File: src/rtl/core/rpj_pkg.sv
// Shared types and constants for the disparity-to-point reprojection core.
// Holds the transaction structs, register indexes and reset values.
// No dependencies.
`default_nettype none

package rpj_pkg;

	localparam int DEF_COORD_BITS = 12;
	localparam int DEF_FRAC_BITS  = 8;

	localparam int PIX_W   = 12;
	localparam int CODE_W  = 8;
	localparam int MAXD_W  = 10;
	localparam int CFG_W   = 24;
	localparam int IDX_W   = 3;
	localparam int OUT_W   = 32;
	localparam int ZQ_W    = 2 * CFG_W;
	localparam int PROD_W  = CODE_W + MAXD_W;

	// Clock edges from the edge that accepts a transaction to the edge that
	// accepts its result strobe.
	localparam int PIPE_LAT = 86;

	localparam logic [CODE_W-1:0] INVALID_CODE = 8'd255;

	localparam logic [IDX_W-1:0] REG_MAX_DISP    = 3'd0;
	localparam logic [IDX_W-1:0] REG_BASELINE    = 3'd1;
	localparam logic [IDX_W-1:0] REG_FOCAL       = 3'd2;
	localparam logic [IDX_W-1:0] REG_CENTER_ROW  = 3'd3;
	localparam logic [IDX_W-1:0] REG_CENTER_COL  = 3'd4;
	localparam logic [IDX_W-1:0] REG_DISP_OFFSET = 3'd5;

	localparam logic [MAXD_W-1:0] RST_MAX_DISP = 10'd255;
	localparam logic [CFG_W-1:0]  RST_BASELINE = 24'd256;
	localparam logic [CFG_W-1:0]  RST_FOCAL    = 24'd256;

	typedef struct packed {
		logic [PIX_W-1:0]  pix_row;
		logic [PIX_W-1:0]  pix_col;
		logic [CODE_W-1:0] disp_code;
	} pixel_t;

	typedef struct packed {
		logic signed [OUT_W-1:0] point_x;
		logic signed [OUT_W-1:0] point_y;
		logic [OUT_W-1:0]        point_z;
	} point_t;

	typedef struct packed {
		logic [MAXD_W-1:0] max_disparity;
		logic [CFG_W-1:0]  baseline_len;
		logic [CFG_W-1:0]  focal_px;
		logic [CFG_W-1:0]  center_row;
		logic [CFG_W-1:0]  center_col;
		logic [CFG_W-1:0]  disp_offset;
	} cfg_regs_t;

endpackage

`default_nettype wire

File: src/rtl/core/rpj_cfg_regs.sv
// Configuration register file of the reprojection core, plus the registered
// baseline * focal product. Depends on rpj_pkg.
`default_nettype none

module rpj_cfg_regs (
	input  wire logic                        clk,
	input  wire logic                        arst_n,
	input  wire logic                        cfg_valid,
	input  wire logic [rpj_pkg::IDX_W-1:0]   cfg_index,
	input  wire logic [rpj_pkg::CFG_W-1:0]   cfg_data,
	output rpj_pkg::cfg_regs_t               regs,
	output logic [rpj_pkg::ZQ_W-1:0]         depth_num
);

	always_ff @(posedge clk or negedge arst_n) begin
		if (!arst_n) begin
			regs.max_disparity <= rpj_pkg::RST_MAX_DISP;
			regs.baseline_len  <= rpj_pkg::RST_BASELINE;
			regs.focal_px      <= rpj_pkg::RST_FOCAL;
			regs.center_row    <= '0;
			regs.center_col    <= '0;
			regs.disp_offset   <= '0;
		end else if (cfg_valid) begin
			unique case (cfg_index)
				rpj_pkg::REG_MAX_DISP: begin
					regs.max_disparity <= cfg_data[rpj_pkg::MAXD_W-1:0];
				end
				rpj_pkg::REG_BASELINE:    regs.baseline_len <= cfg_data;
				rpj_pkg::REG_FOCAL:       regs.focal_px     <= cfg_data;
				rpj_pkg::REG_CENTER_ROW:  regs.center_row   <= cfg_data;
				rpj_pkg::REG_CENTER_COL:  regs.center_col   <= cfg_data;
				rpj_pkg::REG_DISP_OFFSET: regs.disp_offset  <= cfg_data;
				default: ;
			endcase
		end
	end

	// Change settings only while idle (unchecked); product settles first.
	always_ff @(posedge clk) begin
		depth_num <= rpj_pkg::ZQ_W'(regs.baseline_len) * rpj_pkg::ZQ_W'(regs.focal_px);
	end

endmodule

`default_nettype wire

File: config.mk
export PLATFORM = sky130hd
export DESIGN_NAME = rpj_cfg_regs
export DESIGN_NICKNAME = d
export VERILOG_FILES = /design/src/rtl/core/rpj_pkg.sv /design/src/rtl/core/rpj_cfg_regs.sv
export SDC_FILE = /design/constraint.sdc
export NUM_CORES = 2
export LEC_CHECK = 0
export BUFFER_PORTS_ARGS = -buffer_cell sky130_fd_sc_hd__buf_2
export CORE_UTILIZATION = 55
export CTS_CLUSTER_DIAMETER = 100
export DETAILED_ROUTE_END_ITERATION = 8
export GPL_TIMING_DRIVEN = 0
export PLACE_DENSITY = 0.79
export REMOVE_ABC_BUFFERS = 1
export SLEW_MARGIN = 20
export SYNTH_ARGS = -nofsm -noshare
export SYNTH_HDL_FRONTEND = slang
export SYNTH_SLANG_ARGS = --single-unit
File: constraint.sdc
create_clock -name clk -period 18.6 [get_ports clk]
set_input_delay 3.72 -clock clk [delete_from_list [all_inputs] [get_ports clk]]
set_output_delay 3.72 -clock clk [all_outputs]
set_load 0.05 [all_outputs]
==> reports/results.tsv <==
stage	metric	value	unit
outcome	run_status	complete, no violations	
worst_setup_path	cp-start-kind	flip-flop	
floorplan	pin_count	208	
timing	worstMarginPinSlew	1.20	ns
synth	yosysSeqAreaShare	0.168	
layout	areaGrowthSynthToFinish	8.12	%
timing	finalSetupViolations	0	
synth	synth_area_leader_cell	fa_1	
floorplan	die_w	216	um
global_routing	grt_util_met3	0.0550	
detailed_routing	vias	18416	
hold_path	min-delay-start	regs[16]$_DFFE_PN0P_	
detailed_routing	ant_nets	0	
cts	cts-htree-levels	4	
detailed_routing	wl	64.2	mm
timing	max_freq	131	MHz
detailed_routing	first_pass_iters	5	
hold_path	holdPathEnd	regs[16]$_DFFE_PN0P_	
cts	cts_setup_buffers	0	
cts	root_buffer	clkbuf_16	
layout	postLayoutCoreUtil	0.608	
worst_setup_path	crit_path_end_kind	flip-flop	
worst_setup_path	r2r_end	depth_num[44]$_DFF_P_	
synth	netlist_area	0.0251	mm^2
worst_setup_path	worstSetupPathType	reg -> reg	
global_routing	track_usage	0.294	
cts	path_clk_slew	0.08	ns
cts	clockBufferDepth	2	
hold_path	hold_depth	1	
timing	finalCritPeriodShare	0.410	
global_routing	gr-usage-met2	0.493	
global_routing	grtUsageMet1	0.375	
layout	instances_no_fill	3273	
place	hpwlAfterDp	48.2	mm
timing	hold_viol	0	
detailed_routing	drt_iter0_drc	1310	
synth	yosysUniqueCellTypes	61	
synth	netlist_instances	2563	
global_routing	grt_pass1_wl	106	mm
global_routing	grt.overflow.total	0	
cts	postCtsResizedCells	0	
worst_setup_path	reg2reg_slack	10.98	ns
floorplan	die_h	216	um
detailed_routing	wl_per_cell	19.6	um
synth	ys.flop_type	dfrtp_1	
flow_run	drv_cap	0	
timing	holdWs	0.504	ns
global_routing	grt_max_degree	86	
timing	fin_tns_setup	0	ns
floorplan	coreArea	0.0446	mm^2
synth	yosys-top-cells-area	fa_1 38%, dfrtp_1 12%, ha_1 8.7%	
worst_setup_path	critPathArrivalTime	7.94	ns
synth	ys_async_sr_fraction	0.730	
synth	synth_edf_count	0	
worst_setup_path	rr_startpoint	regs[113]$_DFFE_PN0P_	
layout	nNetsFinal	3353	
global_routing	grt_pass1_vias	20203	
cts	postCtsHoldBufs	0	
floorplan	die_area	0.0465	mm^2
timing	fin_crit	7.62	ns
timing	fin_skew	0.0129	ns
detailed_routing	drc_errors	0	
floorplan	start_util	0.563	
cts	clk_latency	0.48	ns
worst_setup_path	cp.required	18.92	ns
timing	relSlewSlack	0.198	
cts	numCtsBuffers	17	
global_routing	grt-busiest-layer	met2	
cts	cts_tree	built	
worst_setup_path	ff2ff_path_depth	21	
floorplan	placementRows	77	
detailed_routing	viasPerCell	5.63	
synth	yosysTopAreaCellShare	0.384	
global_routing	antenna_found_initial	0	
layout	layout-drive-gt1-share	0.156	
synth	yosys_register_bits	178	
worst_setup_path	critical_path.max_fanout	26	
synth	yosys_warnings	0	
hold_path	hold_class	reg -> reg	
timing	slew_violations	0	
cts	cts.sinks	178	
synth	avgSynthCellArea	9.79	um^2
place	io_buffers	207	
place	gp_congestion	0.933	
timing	grt_setup_unrepaired	no	
place	dp_cells	3240	
kinds of logic after synthesis:
logic type	Yosys count	synth area share
AND/OR/NAND/NOR	718	0.144
buffers and inverters	682	0.103
adder cells (fa/ha/maj)	656	0.471
flip-flops	178	0.168
AO/OA/AOI/OAI	157	0.0414
multiplexers	131	0.0587
XOR/XNOR	41	0.0143
how the worst max path moves through the flow:
| stage | from | end | slack, ns | depth (start not counted) |
|---|---|---|---|---|
| after floorplan | regs[75]$_DFFE_PN0P_ | depth_num[31]$_DFF_P_ | 11.75 | 23 |
| after detailed placement | regs[116]$_DFFE_PN0P_ | depth_num[46]$_DFF_P_ | 11.15 | 20 |
| after global placement | regs[103]$_DFFE_PN0P_ | depth_num[44]$_DFF_P_ | 11.04 | 19 |
| after CTS | regs[77]$_DFFE_PN0P_ | depth_num[31]$_DFF_P_ | 11.09 | 21 |
| after global routing | regs[109]$_DFFE_PN0P_ | depth_num[31]$_DFF_P_ | 10.74 | 23 |
| final | regs[113]$_DFFE_PN0P_ | depth_num[44]$_DFF_P_ | 10.98 | 21 |
sequential cells by signal, summed over array words and instances (netlist names):
| register | flops |
|---|---|
| regs | 130 |
| depth_num | 48 |
synthesized netlist by cell type, types with 5 or more instances:
master / instances
a211oi_1: 10
a21o_1: 20
a21oi_1: 43
a31oi_1: 5
and2_1: 304
clkbuf_1: 122
dfrtp_1: 120
dfstp_2: 10
dfxtp_1: 48
fa_1: 482
ha_1: 174
inv_1: 553
mux2_2: 130
nand2_1: 322
nand3_1: 5
nand4_1: 14
nor2_1: 33
nor3_1: 11
nor4_1: 5
o21a_1: 7
o21ai_0: 25
o21ai_1: 5
o21bai_1: 8
xnor2_1: 26
xor2_1: 15
through the flow:
stage / setup slack (ns) / cell area, um^2
5_1_grt: 10.74 / 27100
4_1_cts: 11.09 / 27100
2_1_floorplan: 11.75 / 24600
6_report: 10.98 / 27100
3_5_place_dp: 11.15 / 26500
3_3_place_gp: 11.04 / 26400
critical path: stages (launching register included):
cell	delay, ns
dfrtp_1	1.14
nand2_1	0.21
fa_1	0.60
inv_1	0.05
fa_1	0.48
inv_1	0.06
fa_1	0.50
fa_1	0.52
inv_1	0.06
fa_1	0.44
fa_1	0.53
inv_1	0.05
fa_1	0.48
inv_1	0.04
ha_1	0.39
a21oi_1	0.13
o21ai_1	0.21
nor2_1	0.08
a2111o_1	0.50
o211a_1	0.26
or2_1	0.26
a211oi_1	0.44
cell type report:
| cell class | instances | area (um^2) |
|---|---|---|
| Timing Repair Buffer | 214 | 1140 |
| Multi-Input combinational cell | 1703 | 18300 |
| Antenna cell | 1 | 2.50 |
| Inverter | 553 | 2080 |
| Sequential cell | 178 | 4250 |
| Clock buffer | 19 | 443 |
| Tap cell | 592 | 741 |
| Clock inverter | 13 | 156 |
| Fill cell | 3608 | 17500 |
routing by layer:
metal,part of all wire,up-vias,wire length [um]
li1,-,7897,-
met1,0.39,9480,24800
met2,0.49,874,31600
met3,0.081,165,5200
met4,0.039,0,2520
met5,0,-,0
layout by cell type, fill, tap and decap left out, types with 4 or more instances in the layout:
master | synthesis | routed
o21ai_1 | 5 | 5
o211ai_1 | 4 | 4
o21bai_1 | 8 | 8
inv_1 | 553 | 553
a211oi_1 | 10 | 10
xnor2_1 | 26 | 26
inv_8 | 0 | 4
dfrtp_2 | 0 | 22
buf_2 | 3 | 206
nor3_1 | 11 | 10
nand4_1 | 14 | 14
a31oi_1 | 5 | 5
dfrtp_1 | 120 | 98
o21a_1 | 7 | 7
o211a_1 | 4 | 4
and2_1 | 304 | 304
xor2_1 | 15 | 15
nand2_1 | 322 | 322
dfstp_2 | 10 | 10
clkbuf_16 | 0 | 17
nor2_1 | 33 | 32
fa_1 | 482 | 482
a21oi_1 | 43 | 43
a21o_1 | 20 | 20
nor2b_1 | 4 | 4
or3_1 | 4 | 4
o21ai_0 | 25 | 25
dfxtp_1 | 48 | 48
ha_1 | 174 | 174
mux2_2 | 130 | 130
inv_6 | 0 | 4
nor4_1 | 5 | 5
nand3_1 | 5 | 4
Power is left out: the tool's default activity adds up to more than one toggle a clock period on the data nets, which glitch-free logic cannot reach.
